### src/hdl/euclidean_distance_top_assert.svh
// ---------------------------------------------------------------------------
// Assertion macros shared by the distance block.
// ---------------------------------------------------------------------------
`ifndef EUCLIDEAN_DISTANCE_TOP_ASSERT_SVH
`define EUCLIDEAN_DISTANCE_TOP_ASSERT_SVH

// Consequent must hold in the same cycle as the antecedent
`define EUCL_ASSERT_NOW(label, clk, rst, ante, cons, msg) \
  label: assert property (@(posedge clk) disable iff (rst) (ante) |-> (cons)) \
    else $error(msg);

// Consequent must hold in the cycle after the antecedent
`define EUCL_ASSERT_NEXT(label, clk, rst, ante, cons, msg) \
  label: assert property (@(posedge clk) disable iff (rst) (ante) |=> (cons)) \
    else $error(msg);

`endif

### src/hdl/eucl_pkg.sv
// ---------------------------------------------------------------------------
// eucl_pkg
// Widths, limits and shared types of the distance block.
// ---------------------------------------------------------------------------
package eucl_pkg;

  // Field widths of the channels
  localparam int unsigned FIELD_W = 16;
  localparam int unsigned DIST_W  = 27;
  localparam int unsigned ACC_BITS = 38;

  // Saturation limit of the accumulator
  localparam logic [ACC_BITS-1:0] ACC_MAX = {ACC_BITS{1'b1}};

  // Parameter defaults
  localparam int unsigned ELEM_WIDTH_DEF = 16;
  localparam int unsigned FRAC_BITS_DEF  = 8;

  // Finished sum travelling alongside the root cells
  typedef struct packed {
    logic [ACC_BITS-1:0] sum;
    logic                sat;
  } eucl_meta_t;

endpackage

### src/hdl/eucl_root_cell.sv
// ---------------------------------------------------------------------------
// eucl_root_cell
// One digit step of the square root: takes two radicand bits, adds one
// root bit and passes everything on to the next cell.
// ---------------------------------------------------------------------------
module eucl_root_cell
  import eucl_pkg::*;
#(
  parameter int unsigned ROOT_W = 27,
  parameter int unsigned RAD_W  = 54
) (
  input  logic              clk,
  input  logic              rst,
  input  logic              adv,
  input  logic              up_valid,
  input  logic [RAD_W-1:0]  up_rad,
  input  logic [ROOT_W-1:0] up_root,
  input  logic [ROOT_W+1:0] up_rem,
  input  eucl_meta_t        up_meta,
  output logic              dn_valid,
  output logic [RAD_W-1:0]  dn_rad,
  output logic [ROOT_W-1:0] dn_root,
  output logic [ROOT_W+1:0] dn_rem,
  output eucl_meta_t        dn_meta
);

  localparam int unsigned REM_W = ROOT_W + 2;

  logic [REM_W+1:0] ext;
  logic [REM_W+1:0] trial;
  logic [REM_W+1:0] diff;
  logic             fits;

  // Trial subtraction of (root << 2) | 1
  always_comb begin
    ext   = {up_rem, up_rad[RAD_W-1 -: 2]};
    trial = {{(REM_W - ROOT_W){1'b0}}, up_root, 2'b01};
    diff  = ext - trial;
    fits  = (ext >= trial);
  end

  // Advance one step down the chain
  always_ff @(posedge clk) begin
    if (rst) begin
      dn_valid <= 1'b0;
    end else if (adv) begin
      dn_valid <= up_valid;
    end
    if (adv) begin
      dn_rad  <= {up_rad[RAD_W-3:0], 2'b00};
      dn_root <= {up_root[ROOT_W-2:0], fits};
      dn_rem  <= fits ? diff[REM_W-1:0] : ext[REM_W-1:0];
      dn_meta <= up_meta;
    end
  end

endmodule

### config.mk
export PLATFORM = sky130hd
export DESIGN_NAME = eucl_root_cell
export DESIGN_NICKNAME = d
export VERILOG_FILES = /design/src/hdl/euclidean_distance_top_assert.svh /design/src/hdl/eucl_pkg.sv /design/src/hdl/eucl_root_cell.sv
export SDC_FILE = /design/constraint.sdc
export NUM_CORES = 1
export LEC_CHECK = 0
export BUFFER_PORTS_ARGS = -buffer_cell sky130_fd_sc_hd__buf_2
export CORE_UTILIZATION = 46
export DETAILED_ROUTE_END_ITERATION = 8
export HOLD_SLACK_MARGIN = 0.02
export PLACE_DENSITY = 0.79
export REMOVE_ABC_BUFFERS = 1
export SLEW_MARGIN = 30
export SYNTH_ARGS = -nofsm -noshare
export SYNTH_HDL_FRONTEND = slang
export SYNTH_SLANG_ARGS = --single-unit
### constraint.sdc
create_clock -name clk -period 3.95 [get_ports clk]
set_clock_uncertainty 0.1 [all_clocks]
set_input_delay 0.395 -clock clk [delete_from_list [all_inputs] [get_ports clk]]
set_output_delay 0.395 -clock clk [all_outputs]
set_load 0.005 [all_outputs]
==> flow_summary.ini <==
[setup_path]
critPathRequiredTime_ns = 4.02
start_kind = primary input
cp_data_arrival_time_ns = 3.02
setup.worst_path.class = in2reg
r2r_start = dn_valid
cp_slowest_cell = o31a_2
cp_max_fo = 14
crit_start = up_root[1]
slowest_delay_ns = 0.40
end_kind = flip-flop
path_cells = buf_2 > inv_1 > ha_1 > nand2_1 > o31a_2 > a21boi_4 > a31o_4 > a311oi_4 > o211ai_2 > nand2_2 > inv_2 > buf_4 > mux2_2

[floorplan]
die-height_um = 120
core_mm2 = 0.0135
dieArea_mm2 = 0.0144
die_x_um = 120
ios = 303
start_util = 0.478
row_count = 42

[logic_synthesis]
synth_top_area_share = 0.687
synth_cell_types = 52
syn_inst = 411
ys_ff_latch = 148
synth_warnings = 0
synth_top_cell_by_area = edfxtp_1
yosysSeqAreaShare = 0.690
syn_area_per_cell_um2 = 15.6
syn_area_mm2 = 0.00642
synth_area_leaders = edfxtp_1, ha_1, mux2_2, xnor2_1, inv_1
synth_edf_count = 147
async_flop_share = 0
synth-main-ff-cell = edfxtp_1

[sta]
postLayoutSetupSlackWorst_ns = 1.00
tightest_slew_ns = 0.877
final-setup-viol-count = 0
setup_tns_ns = 0
fmax_ghz = 0.339
layout_min_cycle_time_ns = 2.95
slew_headroom = 0.415
min_period_over_period = 0.746
finalHoldViolCount = 0
rsz0062_at_grt = no
slew_viol_final = 0

[worst_hold_path]
hp-class = in2reg
hp-start = up_rad[4]

[clock_tree]
post_cts_buffers = 0
postCtsHoldBufs = 14
cts_buffers = 17
cts.sinks = 148
cts_max_path_buffers = 2
root_buffer = clkbuf_16
clk_pin_slew_worst_paths_ns = 0.06
ctsResizeCount = 0
cts_tree = yes
clk_latency_ns = 0.42
cts_max_level = 4

[global_routing]
grt_use_total = 0.241
gr-total-overflow = 0
grt_pass1_wl_mm = 25.4
grt_max_degree = 93
grt_pass1_vias = 4793
grt_antenna_before_repair = 6

[detailed_routing]
drc = 0
viasPerCell = 5.04
ant_nets = 0
first_pass_iters = 4
first_iter_violations = 439
routed_wl_mm = 17.6
vias = 4764
wire_per_inst_um = 18.6

[final_layout]
area_growth_pct = 39.7
multiInputGateArea_mm2 = 0.00181
layout.nets = 933
utilization = 0.667
register_area_mm2 = 0.00443
drive_gt1_frac = 0.488
final_area_mm2 = 0.00898
fill_cells = 998

[pwr]
swShare = 0.240
pwr-share-seq = 0.456
finalPower_uw = 4290
power.switching_uw = 1030
power_frac_comb = 0.159
power_density_mw_per_mm2 = 478
irDropWorstVdd_mv = 0.257
p_clk_frac = 0.385
p_int_uw = 3260
leakagePower_uw = 0.00399

[placement]
post-place-ws_ns = 0.558
placed_cell_area_mm2 = 0.00814
port_buffers = 300
place.gp.congestion = 0.844
dp.final_hpwl_mm = 12.9

[flow_run]
drv_cap = 0

[status]
status = completed
[cells in the mapped netlist, types with 7 or more instances]
master and n:
o21ai_0 15, edfxtp_1 147, ha_1 29, mux2_2 19, a21oi_1 19, nor2_1 15, mux2_4 8, xnor2_1 17
xor2_1 9, nor3_1 7, inv_1 33, nand2_1 21, nand3_1 8
[state kept, by name (all words and copies together), names as in the netlist]
name      flops
dn_rem       29
dn_meta      39
dn_rad       52
dn_root      27
dn_valid      1
[path summary, 6_finish.rpt]
path | end | depth (start not counted) | slack, ns
worst max-delay path | dn_rem[13] | 13 | 1.00
worst min register to register | dn_valid | 2 | 0.46
worst max register to register | dn_valid | 2 | 3.21
worst min-delay path | dn_rad[6] | 1 | 0.04
[routing by layer]
metal | up-vias | GRT usage | share of wire
met1 | 2293 | 0.257 | 0.36
met3 | 21 | 0.0858 | 0.074
met4 | 0 | 0.0977 | 0.014
met5 | - | 0 | 0
li1 | 2244 | - | -
met2 | 206 | 0.431 | 0.55
[power groups by stage]
stage / logic, uW / registers [uW] / clock network (uW)
3_3_place_gp: 638 / 1980 / 0
4_1_cts: 676 / 1950 / 1680
5_1_grt: 745 / 1970 / 1740
3_5_place_dp: 659 / 1980 / 0
6_report: 682 / 1950 / 1650
2_1_floorplan: 301 / 2000 / 0
[layout by cell type (no fill, tap or decap), drive strengths merged, types with 2 or more instances in the layout]
cell type | synthesis | routed
clkbuf | 0 | 18
nor2b | 2 | 2
bufinv | 0 | 3
ha | 29 | 29
diode | 0 | 6
nor3 | 7 | 7
nand2 | 22 | 22
o2bb2ai | 2 | 2
inv | 34 | 40
a21o | 5 | 5
xnor2 | 17 | 17
o41a | 2 | 2
edfxtp | 147 | 147
o31a | 4 | 4
o21a | 5 | 5
nand3 | 8 | 8
a21oi | 20 | 20
mux2i | 2 | 2
o21ai | 15 | 15
conb | 1 | 2
and3 | 5 | 5
o211ai | 2 | 2
mux2 | 27 | 27
clkinv | 0 | 4
and2 | 2 | 2
o21bai | 4 | 4
a21boi | 2 | 2
nor2 | 15 | 15
a31oi | 3 | 3
buf | 5 | 303
xor2 | 9 | 9
a211oi | 2 | 2
dlygate4sd3 | 0 | 22
[kinds of logic after synthesis]
kind of cell,share of synthesized area
DFF,0.690
AOI/OAI and AO/OA,0.0861
and+or+nand+nor,0.0479
buffers and inverters,0.0282
adders and majority gates,0.0565
muxes,0.0551
xor gates and xnor gates,0.0354
other,0.000584
[metrics by stage]
step | instances | hold slack (ns)
5_1_grt | 946 | 0.0190
3_5_place_dp | 886 | 0.464
6_report | 946 | 0.0432
3_3_place_gp | 886 | 0.374
4_1_cts | 932 | 0.0202
2_1_floorplan | 407 | 0.367
[area by class of cell]
type                       count  area share
antenna                        6     0.00167
clock buffer                  18      0.0478
clock inverter                14      0.0195
inverter                      34      0.0142
multi-input combinational    225       0.202
sequential                   148       0.494
tap                          176      0.0245
timing repair buffer         325       0.196
[worst max-delay path: cells and delay by family]
family,cells,cell delay [ns]
AOI/OAI and AO/OA,5,1.14
muxes,1,0.36
and+or+nand+nor,2,0.18
adders and majority gates,1,0.35
buffers and inverters,4,0.60
(Power assumes the default switching activity.)
