--- config.mk ---
export PLATFORM = sky130hd
export DESIGN_NAME = eucl_acc
export DESIGN_NICKNAME = d
export VERILOG_FILES = /design/src/hdl/eucl_pkg.sv /design/src/hdl/eucl_acc.sv
export VERILOG_INCLUDE_DIRS = /design/src /design/src/hdl
export SDC_FILE = /design/constraint.sdc
export NUM_CORES = 1
export LEC_CHECK = 0
export CAP_MARGIN = 20
export CELL_PAD_IN_SITES_DETAIL_PLACEMENT = 1
export CELL_PAD_IN_SITES_GLOBAL_PLACEMENT = 1
export CORE_MARGIN = 2
export CORE_UTILIZATION = 40
export DETAILED_ROUTE_END_ITERATION = 16
export DONT_BUFFER_PORTS = 1
export PLACE_DENSITY = 0.62
export SKIP_CTS_REPAIR_TIMING = 1
export SLEW_MARGIN = 20
export SYNTH_ARGS = -nofsm -noshare
export SYNTH_HDL_FRONTEND = slang
export SYNTH_SLANG_ARGS = --single-unit
--- constraint.sdc ---
create_clock -name clk -period 24.6 [get_ports clk]
set_clock_uncertainty 0.1 [all_clocks]
set_input_delay 3.69 -clock clk [delete_from_list [all_inputs] [get_ports clk]]
set_output_delay 3.69 -clock clk [all_outputs]
set_load 0.02 [all_outputs]
--- src/hdl/euclidean_distance_top_assert.svh ---
// ---------------------------------------------------------------------------
// Assertion macros shared by the distance block.
// ---------------------------------------------------------------------------
`ifndef EUCLIDEAN_DISTANCE_TOP_ASSERT_SVH
`define EUCLIDEAN_DISTANCE_TOP_ASSERT_SVH

// Consequent must hold in the same cycle as the antecedent
`define EUCL_ASSERT_NOW(label, clk, rst, ante, cons, msg) \
  label: assert property (@(posedge clk) disable iff (rst) (ante) |-> (cons)) \
    else $error(msg);

// Consequent must hold in the cycle after the antecedent
`define EUCL_ASSERT_NEXT(label, clk, rst, ante, cons, msg) \
  label: assert property (@(posedge clk) disable iff (rst) (ante) |=> (cons)) \
    else $error(msg);

`endif

--- src/hdl/eucl_pkg.sv ---
// ---------------------------------------------------------------------------
// eucl_pkg
// Widths, limits and shared types of the distance block.
// ---------------------------------------------------------------------------
package eucl_pkg;

  // Field widths of the channels
  localparam int unsigned FIELD_W = 16;
  localparam int unsigned DIST_W  = 27;
  localparam int unsigned ACC_BITS = 38;

  // Saturation limit of the accumulator
  localparam logic [ACC_BITS-1:0] ACC_MAX = {ACC_BITS{1'b1}};

  // Parameter defaults
  localparam int unsigned ELEM_WIDTH_DEF = 16;
  localparam int unsigned FRAC_BITS_DEF  = 8;

  // Finished sum travelling alongside the root cells
  typedef struct packed {
    logic [ACC_BITS-1:0] sum;
    logic                sat;
  } eucl_meta_t;

endpackage

--- src/hdl/eucl_acc.sv ---
// ---------------------------------------------------------------------------
// eucl_acc
// Squares coordinate differences and accumulates them with saturation.
// ---------------------------------------------------------------------------
module eucl_acc
  import eucl_pkg::*;
#(
  parameter int unsigned ELEM_WIDTH = ELEM_WIDTH_DEF
) (
  input  logic                      clk,
  input  logic                      rst,
  input  logic                      adv,
  input  logic                      take,
  input  logic signed [FIELD_W-1:0] elem_a,
  input  logic signed [FIELD_W-1:0] elem_b,
  input  logic                      last,
  output logic                      seed_valid,
  output eucl_meta_t                seed
);

  `include "euclidean_distance_top_assert.svh"

  localparam int unsigned SQ_W = 2 * ELEM_WIDTH;

  logic signed [ELEM_WIDTH:0]   a_x;
  logic signed [ELEM_WIDTH:0]   b_x;
  logic signed [ELEM_WIDTH:0]   d;
  logic        [ELEM_WIDTH:0]   ad_full;
  logic        [ELEM_WIDTH-1:0] ad;
  logic        [SQ_W-1:0]       sq_prod;

  logic                sq_valid;
  logic                sq_last;
  logic [SQ_W-1:0]     sq;

  logic [ACC_BITS-1:0] acc;
  logic                flag;
  logic [ACC_BITS:0]   total;
  logic [ACC_BITS-1:0] acc_next;
  logic                flag_next;

  // Sign-extend the low bits and take the magnitude of the difference
  assign a_x     = {elem_a[ELEM_WIDTH-1], elem_a[ELEM_WIDTH-1:0]};
  assign b_x     = {elem_b[ELEM_WIDTH-1], elem_b[ELEM_WIDTH-1:0]};
  assign d       = a_x - b_x;
  assign ad_full = d[ELEM_WIDTH] ? $unsigned(-d) : $unsigned(d);
  assign ad      = ad_full[ELEM_WIDTH-1:0];
  assign sq_prod = SQ_W'(ad * ad);

  // Register the square
  always_ff @(posedge clk) begin
    if (rst) begin
      sq_valid <= 1'b0;
    end else if (adv) begin
      sq_valid <= take;
    end
    if (adv) begin
      sq      <= sq_prod;
      sq_last <= last;
    end
  end

  // Saturating add
  always_comb begin
    total     = {1'b0, acc} + {{(ACC_BITS + 1 - SQ_W){1'b0}}, sq};
    acc_next  = total[ACC_BITS] ? ACC_MAX : total[ACC_BITS-1:0];
    flag_next = flag | total[ACC_BITS];
  end

  // Accumulate; on the last beat hand the sum on and clear
  always_ff @(posedge clk) begin
    if (rst) begin
      acc        <= '0;
      flag       <= 1'b0;
      seed_valid <= 1'b0;
    end else if (adv) begin
      seed_valid <= sq_valid & sq_last;
      if (sq_valid) begin
        if (sq_last) begin
          acc  <= '0;
          flag <= 1'b0;
        end else begin
          acc  <= acc_next;
          flag <= flag_next;
        end
      end
    end
    if (adv) begin
      seed.sum <= acc_next;
      seed.sat <= flag_next;
    end
  end

  `EUCL_ASSERT_NEXT(a_acc_hold, clk, rst, !rst && !adv, $stable(acc) && $stable(flag),
    "accumulator moved while stalled")
  `EUCL_ASSERT_NOW(a_flag_max, clk, rst, flag, acc == ACC_MAX,
    "saturation flag set without a full accumulator")
  `EUCL_ASSERT_NEXT(a_seed_sat, clk, rst, !rst && adv && sq_valid && sq_last && flag,
    seed_valid && seed.sat, "saturation lost at end of vector")

endmodule

==> reports/qor.yml, run 1 <==
outcome: "completed"
grt_start_max_net_pins: 80
area_delta_synth_final_pct: 6.377
dp.final_hpwl_um: 26890
grt_setup_unrepaired: "false"
worst_path_dominant_cell_family: "adder cells"
worstPathBufferInverterCount: 5
routed_wire_length_per_instance_um: 17.02
worst_setup_slack_final_ns: 11.56
top_level_port_count: 77
timing.critical_path.required_ns: 24.62
synth_enable_flop_cells: 71
timing.critical_path.to_type: "flip-flop"
timing.final.setup_violations: 0
fillCellCount: 3828
synth.yosys.seq_area_share_pct: 21.97
cts.root.buffer_cell: "sky130_fd_sc_hd__clkbuf_16"
floorplan.die.height_um: 187.3
clkLatencyLatePin_ns: 0.36
grt.met1_usage_pct: 24.74
gp_congestion: 0.8769
tritoncts: "done"
cp_data_arrival_time_ns: 13.05
count_of_different_cell_masters_after_synthesis: 69
antennaDiodeCount: 0
global_route_wire_length_before_repair_um: 53880
fp.coreArea_um2: 33280
dr_total_vias: 9646
drv_cap: 0
hp-class: "flip-flop to flip-flop"
criticalPathCategory: "input port to flip-flop"
critical_path.max_fanout: 11
setup_tns_ns: 0
synth.ff_latch_count: 112
global_route.peak_usage_layer: "met2"
cts_max_path_buffers: 2
detail_route.drc_violations: 0
avgViaCountPerCell: 5.131
first_global_vias: 10490
grt_util_met3_pct: 2.139
synth.net_count: 1779
worst_path_most_repeated_cell: "sky130_fd_sc_hd__fa_1"
drtAntennaViolNets: 0
hold-worst-slack_ns: 0.3886
synth.yosys.warnings: 0
drt-pass1-iter-count: 4
routed_wirelength_um: 32000
grt_overflow: 0
nets: 1775
period_minus_slack_ns: 13.04
critical-path-max-stage-delay_ns: 0.64
initial_core_utilization_pct: 40.38
layout_worst_path_cycle_share_pct: 52.99
relSlewSlack_pct: 38.23
drive_above_1_share_pct: 3.701
worst-slew-pin-transition_ns: 0.9235
cpMaxStageDelayCell: "sky130_fd_sc_hd__xor2_2"
report.final.slew_viol_count: 0
dieArea_um2: 35080
number_of_antenna_violations_at_the_first_check_in_global_routing: 0
crit_path_start_kind: "input port"
post-place-ws_ns: 11.19
die_x_um: 187.3
synth_area_um2: 13440
h_tree_levels: 3
max_freq_mhz: 76.72
syn_area_per_cell_um2: 9.392
met2_usage_pct: 33.76
detail_route.iter0.violations: 298
ys.flop_type: "sky130_fd_sc_hd__edfxtp_1"
clock_sinks: 112
track_usage_pct: 18.95
placementRows: 67
cts.reportedPaths.clkPinSlew_ns: 0.08
synthCells: 1431
cts_made_buffers: 9
synth-async-reset-ratio_pct: 0
timing.final.hold_violations: 0
placement.io_buffers: 0
worst register-to-register path: cells and delay by family, from the launching register on:
kind	cells	cell delay, ns
AOI/OAI and AO/OA	10	2.72
adders and majority gates	2	0.47
buffers and inverters	1	0.38
DFF	1	0.42
and+or+nand+nor	1	0.50
final timing paths:
kind | startpoint | to | slack [ns] | cells after the start
worst min-delay path | acc[2] | acc[2] | 0.39 | 1
worst max register to register | sq[0] | acc[33] | 19.90 | 14
worst min register to register | acc[2] | acc[2] | 0.39 | 1
worst max-delay path | elem_a[0] | sq[31] | 11.56 | 32
kinds of logic after synthesis:
| kind of cell | share of synthesized area [%] |
|---|---|
| compound gates | 14.68 |
| buf+inv | 8.564 |
| flops | 21.97 |
| simple gates | 10.85 |
| xor+xnor | 5.604 |
| fa+ha+maj | 38.17 |
| mux | 0.1583 |
stage by stage:
stage	util, %	instance area [um^2]	std cells
after global routing	42.96	14300	1880
final	42.96	14300	1880
after CTS	42.96	14300	1880
after detailed placement	42.04	13990	1864
after floorplan	-	13440	1431
after global placement	42.02	13980	1864
registers in the layout (all words and copies together), names as in the netlist:
| register | cells |
|---|---|
| flag | 1 |
| sq_last | 1 |
| sq | 31 |
| sq_valid | 1 |
| seed_valid | 1 |
| acc | 38 |
| seed | 39 |
layout by cell type (no fill, tap or decap), drive strengths merged, types with 4 or more instances in the layout:
| master | n |
|---|---|
| or3 | 4 |
| o21a | 17 |
| clkinv | 7 |
| o21bai | 10 |
| a31oi | 8 |
| nand3 | 15 |
| or2 | 4 |
| dfxtp | 41 |
| nor3 | 9 |
| fa | 165 |
| nor3b | 4 |
| clkbuf | 10 |
| nor2b | 6 |
| a211oi | 4 |
| and2 | 4 |
| nand2b | 20 |
| a2111oi | 4 |
| ha | 146 |
| o31ai | 7 |
| o21ai | 56 |
| a21o | 40 |
| xor2 | 30 |
| a22o | 33 |
| a211o | 5 |
| and3 | 10 |
| xnor2 | 56 |
| nor4 | 4 |
| o211ai | 6 |
| nand2 | 124 |
| o31a | 4 |
| nor2 | 116 |
| inv | 276 |
| buf | 12 |
| edfxtp | 71 |
| a21oi | 64 |
routing by layer:
| layer | part of all wire, % | vias up |
|---|---|---|
| met2 | 49 | 120 |
| met3 | 2.5 | 21 |
| li1 | - | 4714 |
| met5 | 0 | - |
| met1 | 47 | 4791 |
| met4 | 1.4 | 0 |
cell type report:
class                   count  area [um^2]  share of cell area (%)
inverters                 277         1040                   7.272
flip-flops and latches    112         2953                   20.65
repair buffers             12        90.09                  0.6301
well taps                 448        560.5                   3.921
clock inverters             6        55.05                  0.3851
clock buffers              10        250.2                   1.750
multi-input cells        1015         9349                   65.39
cell usage after synthesis, types with 8 or more instances:
master | number | share of area [%]
sky130_fd_sc_hd__clkbuf_1 | 20 | 0.56
sky130_fd_sc_hd__o21a_1 | 17 | 0.95
sky130_fd_sc_hd__nand2b_1 | 20 | 0.93
sky130_fd_sc_hd__inv_1 | 268 | 7.5
sky130_fd_sc_hd__o21bai_1 | 10 | 0.56
sky130_fd_sc_hd__and3_1 | 10 | 0.47
sky130_fd_sc_hd__nand3_1 | 15 | 0.56
sky130_fd_sc_hd__a21o_1 | 40 | 2.2
sky130_fd_sc_hd__xnor2_1 | 56 | 3.6
sky130_fd_sc_hd__nor3_1 | 9 | 0.34
sky130_fd_sc_hd__ha_1 | 146 | 14
sky130_fd_sc_hd__xor2_1 | 30 | 2.0
sky130_fd_sc_hd__nor2_1 | 112 | 3.1
sky130_fd_sc_hd__a31oi_1 | 8 | 0.37
sky130_fd_sc_hd__fa_1 | 165 | 25
sky130_fd_sc_hd__a22o_1 | 33 | 2.2
sky130_fd_sc_hd__nand2_1 | 124 | 3.5
sky130_fd_sc_hd__o21ai_0 | 52 | 1.9
sky130_fd_sc_hd__dfxtp_1 | 41 | 6.1
sky130_fd_sc_hd__edfxtp_1 | 71 | 16
sky130_fd_sc_hd__a21oi_1 | 63 | 2.3
Power of run 1 is left out: the tool's default activity adds up to more than one toggle a clock period on the data nets, which glitch-free logic cannot reach.
==> inputs of run 2 (changes only) <==
Settings changed: ABC_AREA from default to 1, PLACE_DENSITY 0.62 to 0.67.
Clock period 24.6 ns to 11.88 ns, I/O delays scaled along.
==> run 2 against run 1 <==
Synthesized cell count grew 30%. Area after synthesis grew 10%. Critical path depth increased by 6. Sequential cell count unchanged. Design area rose by 8.4%. Count of clock-buffer cells in the layout did not move. Setup slack lost 9.7 ns. Non-clock buffer count is 9 lower. Register-to-register slack lost 12 ns. Critical path type unchanged. Critical endpoint is now sq[29].
==> reports/qor.yml, run 2 <==
routed_wire_length_per_instance_um: 17.06  # +0.27%
avgViaCountPerCell: 5.051  # -1.6%
nets: 2192  # +23%
first_global_vias: 13010  # +24%
cts_made_buffers: 9  # unchanged
criticalPathCategory: "input port to flip-flop"
drt-pass1-iter-count: 4  # unchanged
synth_enable_flop_cells: 71  # unchanged
grt_setup_unrepaired: "false"
number_of_antenna_violations_at_the_first_check_in_global_routing: 0  # unchanged
synth_area_um2: 14780  # +10%
crit_path_start_kind: "input port"
cts.reportedPaths.clkPinSlew_ns: 0.08  # about the same
drv_cap: 0  # unchanged
synth_common_cells: "sky130_fd_sc_hd__nand2_1 (402), sky130_fd_sc_hd__inv_1 (364), sky130_fd_sc_hd__fa_1 (165)"
most_common_library_cell_in_the_layout_ignoring_fill_and_taps: "sky130_fd_sc_hd__nand2_1"
timing.critical_path.to_type: "flip-flop"
synth-async-reset-ratio_pct: 0  # unchanged
synth.yosys.seq_area_share_pct: 19.97  # -2.0 points
synth.net_count: 2212  # +24%
grt_overflow: 0  # unchanged
initial_core_utilization_pct: 40.48  # +0.095 points
ys.flop_type: "sky130_fd_sc_hd__edfxtp_1"
period_minus_slack_ns: 10.05
synthMostInstantiatedCell: "sky130_fd_sc_hd__nand2_1"
largest_reg_flops: 39  # unchanged
gp_congestion: 0.9078  # +3.5%
drtAntennaViolNets: 0  # unchanged
cts_max_path_buffers: 2  # unchanged
fp.coreArea_um2: 36520  # +9.7%
largestRegisters: "seed (39), acc (38), sq (31)"
global_route_wire_length_before_repair_um: 65740  # +22%
h_tree_levels: 3  # unchanged
most-common-layout-cells: "sky130_fd_sc_hd__nand2_1 (402), sky130_fd_sc_hd__inv_1 (364), sky130_fd_sc_hd__fa_1 (165)"
layout_worst_path_cycle_share_pct: 84.62
dp.final_hpwl_um: 33810  # +26%
track_usage_pct: 21.55  # +2.6 points
max_freq_mhz: 99.47
dr_total_vias: 11700  # +21%
die_x_um: 196.3  # +4.8%
yosys.area.top_type_share_pct: 22.34  # -2.2 points
critical_path.max_fanout: 20  # +9
hp-class: "flip-flop to flip-flop"
timing.critical_path.required_ns: 11.91  # -12.71 ns
placement.io_buffers: 0  # unchanged
relSlewSlack_pct: 37.32  # -0.91 points
dieArea_um2: 38510  # +9.8%
top_level_port_count: 77  # unchanged
tritoncts: "done"
drive_above_1_share_pct: 6.598  # +2.9 points
clkLatencyLatePin_ns: 0.36  # about the same
registers.top_by_ff_count: "seed"
outcome: "completed"
floorplan.die.height_um: 196.3  # +4.8%
timing.final.hold_violations: 0  # unchanged
routed_wirelength_um: 39540  # +24%
synth.ff_latch_count: 112  # unchanged
worst_path_most_repeated_cell: "sky130_fd_sc_hd__nand2_1"
critical-path-max-stage-delay_ns: 0.76  # +0.12 ns
report.final.slew_viol_count: 0  # unchanged
cpMaxStageDelayCell: "sky130_fd_sc_hd__xor2_1"
grt_start_max_net_pins: 76  # -5.0%
detail_route.drc_violations: 0  # unchanged
synthCells: 1864  # +30%
synth_top_cells_by_area: "sky130_fd_sc_hd__fa_1 (22%), sky130_fd_sc_hd__edfxtp_1 (14%), sky130_fd_sc_hd__ha_1 (12%)"
cp_data_arrival_time_ns: 10.08  # -2.97 ns
detail_route.iter0.violations: 376  # +26%
clock_sinks: 112  # unchanged
placementRows: 70  # +4.5%
count_of_different_cell_masters_after_synthesis: 60  # -13%
setup_tns_ns: 0  # unchanged
syn_area_per_cell_um2: 7.931  # -16%
synth.yosys.warnings: 0  # unchanged
worst-slew-pin-transition_ns: 0.9371  # +0.01364 ns
cts.root.buffer_cell: "sky130_fd_sc_hd__clkbuf_16"
area_delta_synth_final_pct: 4.841
timing.final.setup_violations: 0  # unchanged
antennaDiodeCount: 0  # unchanged
yosysTopAreaCell: "sky130_fd_sc_hd__fa_1"
==> run 2: changes by cell type in the layout (fill, tap and decap cells not counted), sizes merged, moves of 9 or more <==
cell	change
and3	-9
a22o	-32
nand3	+54
or2	+13
buf	-9
a21oi	+58
nand2	+295
inv	+119
o21a	-15
xnor2	-32
nor2	+66
nand2b	-20
nand4	+17
a21o	-32
==> run 2: cell families after synthesis <==
family / share of synthesized area (%)
adder cells (fa/ha/maj): 34.70
buffers and inverters: 11.37
AND/OR/NAND/NOR: 21.48
AO/OA/AOI/OAI: 8.336
XOR/XNOR: 4.147
flip-flops: 19.97
==> run 2: final timing paths <==
kind         startpoint  endpoint  slack [ns]  cells after the start
min             acc[25]   acc[25]        0.37                      2
max reg2reg       sq[0]  seed[19]        8.22                      9
max           elem_a[0]    sq[29]        1.83                     38
min reg2reg     acc[25]   acc[25]        0.37                      2
==> run 2: cell type report <==
type	instances	area, um^2
well taps	468	585.6
inverters	393	1483
multi-input cells	1325	10150
repair buffers	3	22.52
fillers	4477	21020
clock inverters	6	73.82
flip-flops and latches	112	2953
clock buffers	10	229.0
==> run 2: stage by stage <==
| step | cell area, um^2 | worst slack [ns] | std cells | utilization, % | hold slack (ns) |
|---|---|---|---|---|---|
| finish | 15500 | 1.827 | 2317 | 42.44 | 0.3664 |
| floorplan | 14780 | 2.875 | 1864 | - | 0.3491 |
| detailed placement | 15200 | 1.407 | 2301 | 41.61 | 0.3585 |
| CTS | 15500 | 1.787 | 2317 | 42.44 | 0.3695 |
| global route | 15500 | 1.112 | 2317 | 42.44 | 0.3786 |
| global placement | 15200 | 1.771 | 2301 | 41.61 | 0.3504 |
==> run 2: per-layer routing <==
metal  track usage [%]  wire length, um  up-vias
met2             40.60            20360      163
met5                 0                0        -
met1             25.46            17150     5728
li1                  -                -     5757
met4             7.183             1120        0
met3             2.235              913       55
==> run 2: critical path, delay by kind of cell <==
kind	cells	cell delay, ns
AO/OA/AOI/OAI	7	1.43
XOR/XNOR	1	0.76
adder cells (fa/ha/maj)	9	3.84
buffers and inverters	8	0.74
AND/OR/NAND/NOR	13	1.51
Power of run 2 is left out for the same reason.
==> inputs of run 3 (changes only) <==
Clock period 11.88 ns to 9 ns, I/O delays scaled along.
==> run 3 against run 2 <==
Register-to-register slack lost 2.9 ns. Cell count rose by 2.6%. Sequential cell count unchanged. Design area increased by 3.7%. Critical path depth is 4 lower. Core utilization increased by 1.6 points. Global-route usage barely moved. Worst hold slack about the same. Die area did not move.
==> reports/qor.yml, run 3 (synthesized netlist as in run 2, its figures left out) <==
most-common-layout-cells: "sky130_fd_sc_hd__nand2_1 (400), sky130_fd_sc_hd__inv_1 (364), sky130_fd_sc_hd__fa_1 (164)"
timing.critical_path.to_type: "flip-flop"
largest_reg_flops: 39  # unchanged
clock_sinks: 112  # unchanged
avgViaCountPerCell: 5.010  # -0.82%
dpl-instance-area_um2: 15650  # +2.9%
dieArea_um2: 38510  # unchanged
cts.reportedPaths.clkPinSlew_ns: 0.07  # about the same
tritoncts: "done"
placementRows: 70  # unchanged
crit_path_start_kind: "input port"
cpMaxStageDelayCell: "sky130_fd_sc_hd__fa_2"
critical_path.max_fanout: 5  # -75%
drtAntennaViolNets: 0  # unchanged
gp_congestion: 0.9033  # -0.50%
placement.io_buffers: 0  # unchanged
drt-pass1-iter-count: 4  # unchanged
top_level_port_count: 77  # unchanged
finalCoreUtilization_pct: 44.00  # +1.6 points
registers.top_by_ff_count: "seed"
timing.final.hold_violations: 0  # unchanged
largestRegisters: "seed (39), acc (38), sq (31)"
dr_total_vias: 11910  # +1.8%
initial_core_utilization_pct: 40.48  # unchanged
floorplan.die.height_um: 196.3  # unchanged
timing.final.setup_violations: 0  # unchanged
area_delta_synth_final_pct: 8.692
fillCellCount: 4463  # -0.31%
grt.met1_usage_pct: 25.45  # about the same
die_x_um: 196.3  # unchanged
hp-class: "flip-flop to flip-flop"
cts_max_path_buffers: 2  # unchanged
met2_usage_pct: 41.32  # +0.72 points
grt_setup_unrepaired: "false"
fin_area_um2: 16070  # +3.7%
max_freq_mhz: 117.3
period_minus_slack_ns: 8.525
detail_route.drc_violations: 0  # unchanged
detail_route.iter0.violations: 365  # -2.9%
clkLatencyLatePin_ns: 0.35  # about the same
fp.coreArea_um2: 36520  # unchanged
grt_overflow: 0  # unchanged
cts_made_buffers: 9  # unchanged
routed_wirelength_um: 39630  # +0.23%
outcome: "completed"
most_common_library_cell_in_the_layout_ignoring_fill_and_taps: "sky130_fd_sc_hd__nand2_1"
post-place-cells: 2359  # +2.5%
stdcell_count: 2377  # +2.6%
cts.root.buffer_cell: "sky130_fd_sc_hd__clkbuf_16"
h_tree_levels: 3  # unchanged
relSlewSlack_pct: 57.53  # +20 points
dp.final_hpwl_um: 34220  # +1.2%
nets: 2252  # +2.7%
critical-path-max-stage-delay_ns: 0.61  # -0.15 ns
global_route_wire_length_before_repair_um: 66540  # +1.2%
antennaDiodeCount: 0  # unchanged
number_of_antenna_violations_at_the_first_check_in_global_routing: 0  # unchanged
report.final.slew_viol_count: 0  # unchanged
timing.critical_path.required_ns: 9.01  # -2.90 ns
criticalPathCategory: "input port to flip-flop"
grt_start_max_net_pins: 76  # unchanged
global_route.peak_usage_layer: "met2"
layout_worst_path_cycle_share_pct: 94.72
first_global_vias: 13370  # +2.7%
track_usage_pct: 21.53  # about the same
worst-slew-pin-transition_ns: 0.6353  # -0.3018 ns
cp_data_arrival_time_ns: 8.53  # -1.55 ns
routed_wire_length_per_instance_um: 16.67  # -2.3%
drv_cap: 0  # unchanged
drive_above_1_share_pct: 10.16  # +3.6 points
grt_util_met3_pct: 1.478  # -0.76 points
-- run 3: cell count changes in the layout (fill, tap and decap cells not counted), moves of 2 or more --
cell	previous run	this run
sky130_fd_sc_hd__buf_12	0	2
sky130_fd_sc_hd__nor2_4	7	9
sky130_fd_sc_hd__inv_6	3	1
sky130_fd_sc_hd__buf_4	3	61
sky130_fd_sc_hd__a21oi_1	119	116
sky130_fd_sc_hd__a21oi_2	3	6
sky130_fd_sc_hd__nand2_1	402	400
-- run 3: per-stage QoR --
step / hold WS (ns) / setup WS, ns / TNS (ns)
after detailed placement: 0.3577 / -0.2215 / -0.8423
after global placement: 0.3506 / -0.02928 / -0.05355
after global routing: 0.3847 / 0.008086 / 0
after floorplan: 0.3491 / 0.4272 / 0
after CTS: 0.3685 / 0.1397 / 0
final: 0.3667 / 0.4750 / 0
-- run 3: critical path: cells and delay by family --
family          cells  cell delay (ns)
compound gates      3             0.65
simple gates       10             1.26
fa+ha+maj          10             4.18
buf+inv             8             0.55
xor+xnor            3             0.54
-- run 3: worst paths after layout --
check	start	endpoint	slack, ns	cells after the start
max	elem_a[0]	sq[26]	0.47	34
max reg2reg	sq[0]	seed[19]	5.37	9
min reg2reg	acc[10]	acc[10]	0.37	2
min	acc[10]	acc[10]	0.37	2
-- run 3: metal layers --
layer	part of all wire (%)	wire (um)
met1	43	16960
met2	52	20800
met3	1.8	716
met4	2.9	1157
met5	0	0
-- run 3: area by class of cell --
type	count	area [um^2]	area share, %
well taps	468	585.6	3.644
clock inverters	4	77.57	0.4828
clock buffers	12	246.5	1.534
inverters	393	1483	9.227
flip-flops and latches	112	2953	18.38
repair buffers	63	498.0	3.099
multi-input cells	1325	10230	63.64
Power of run 3 is left out for the same reason.
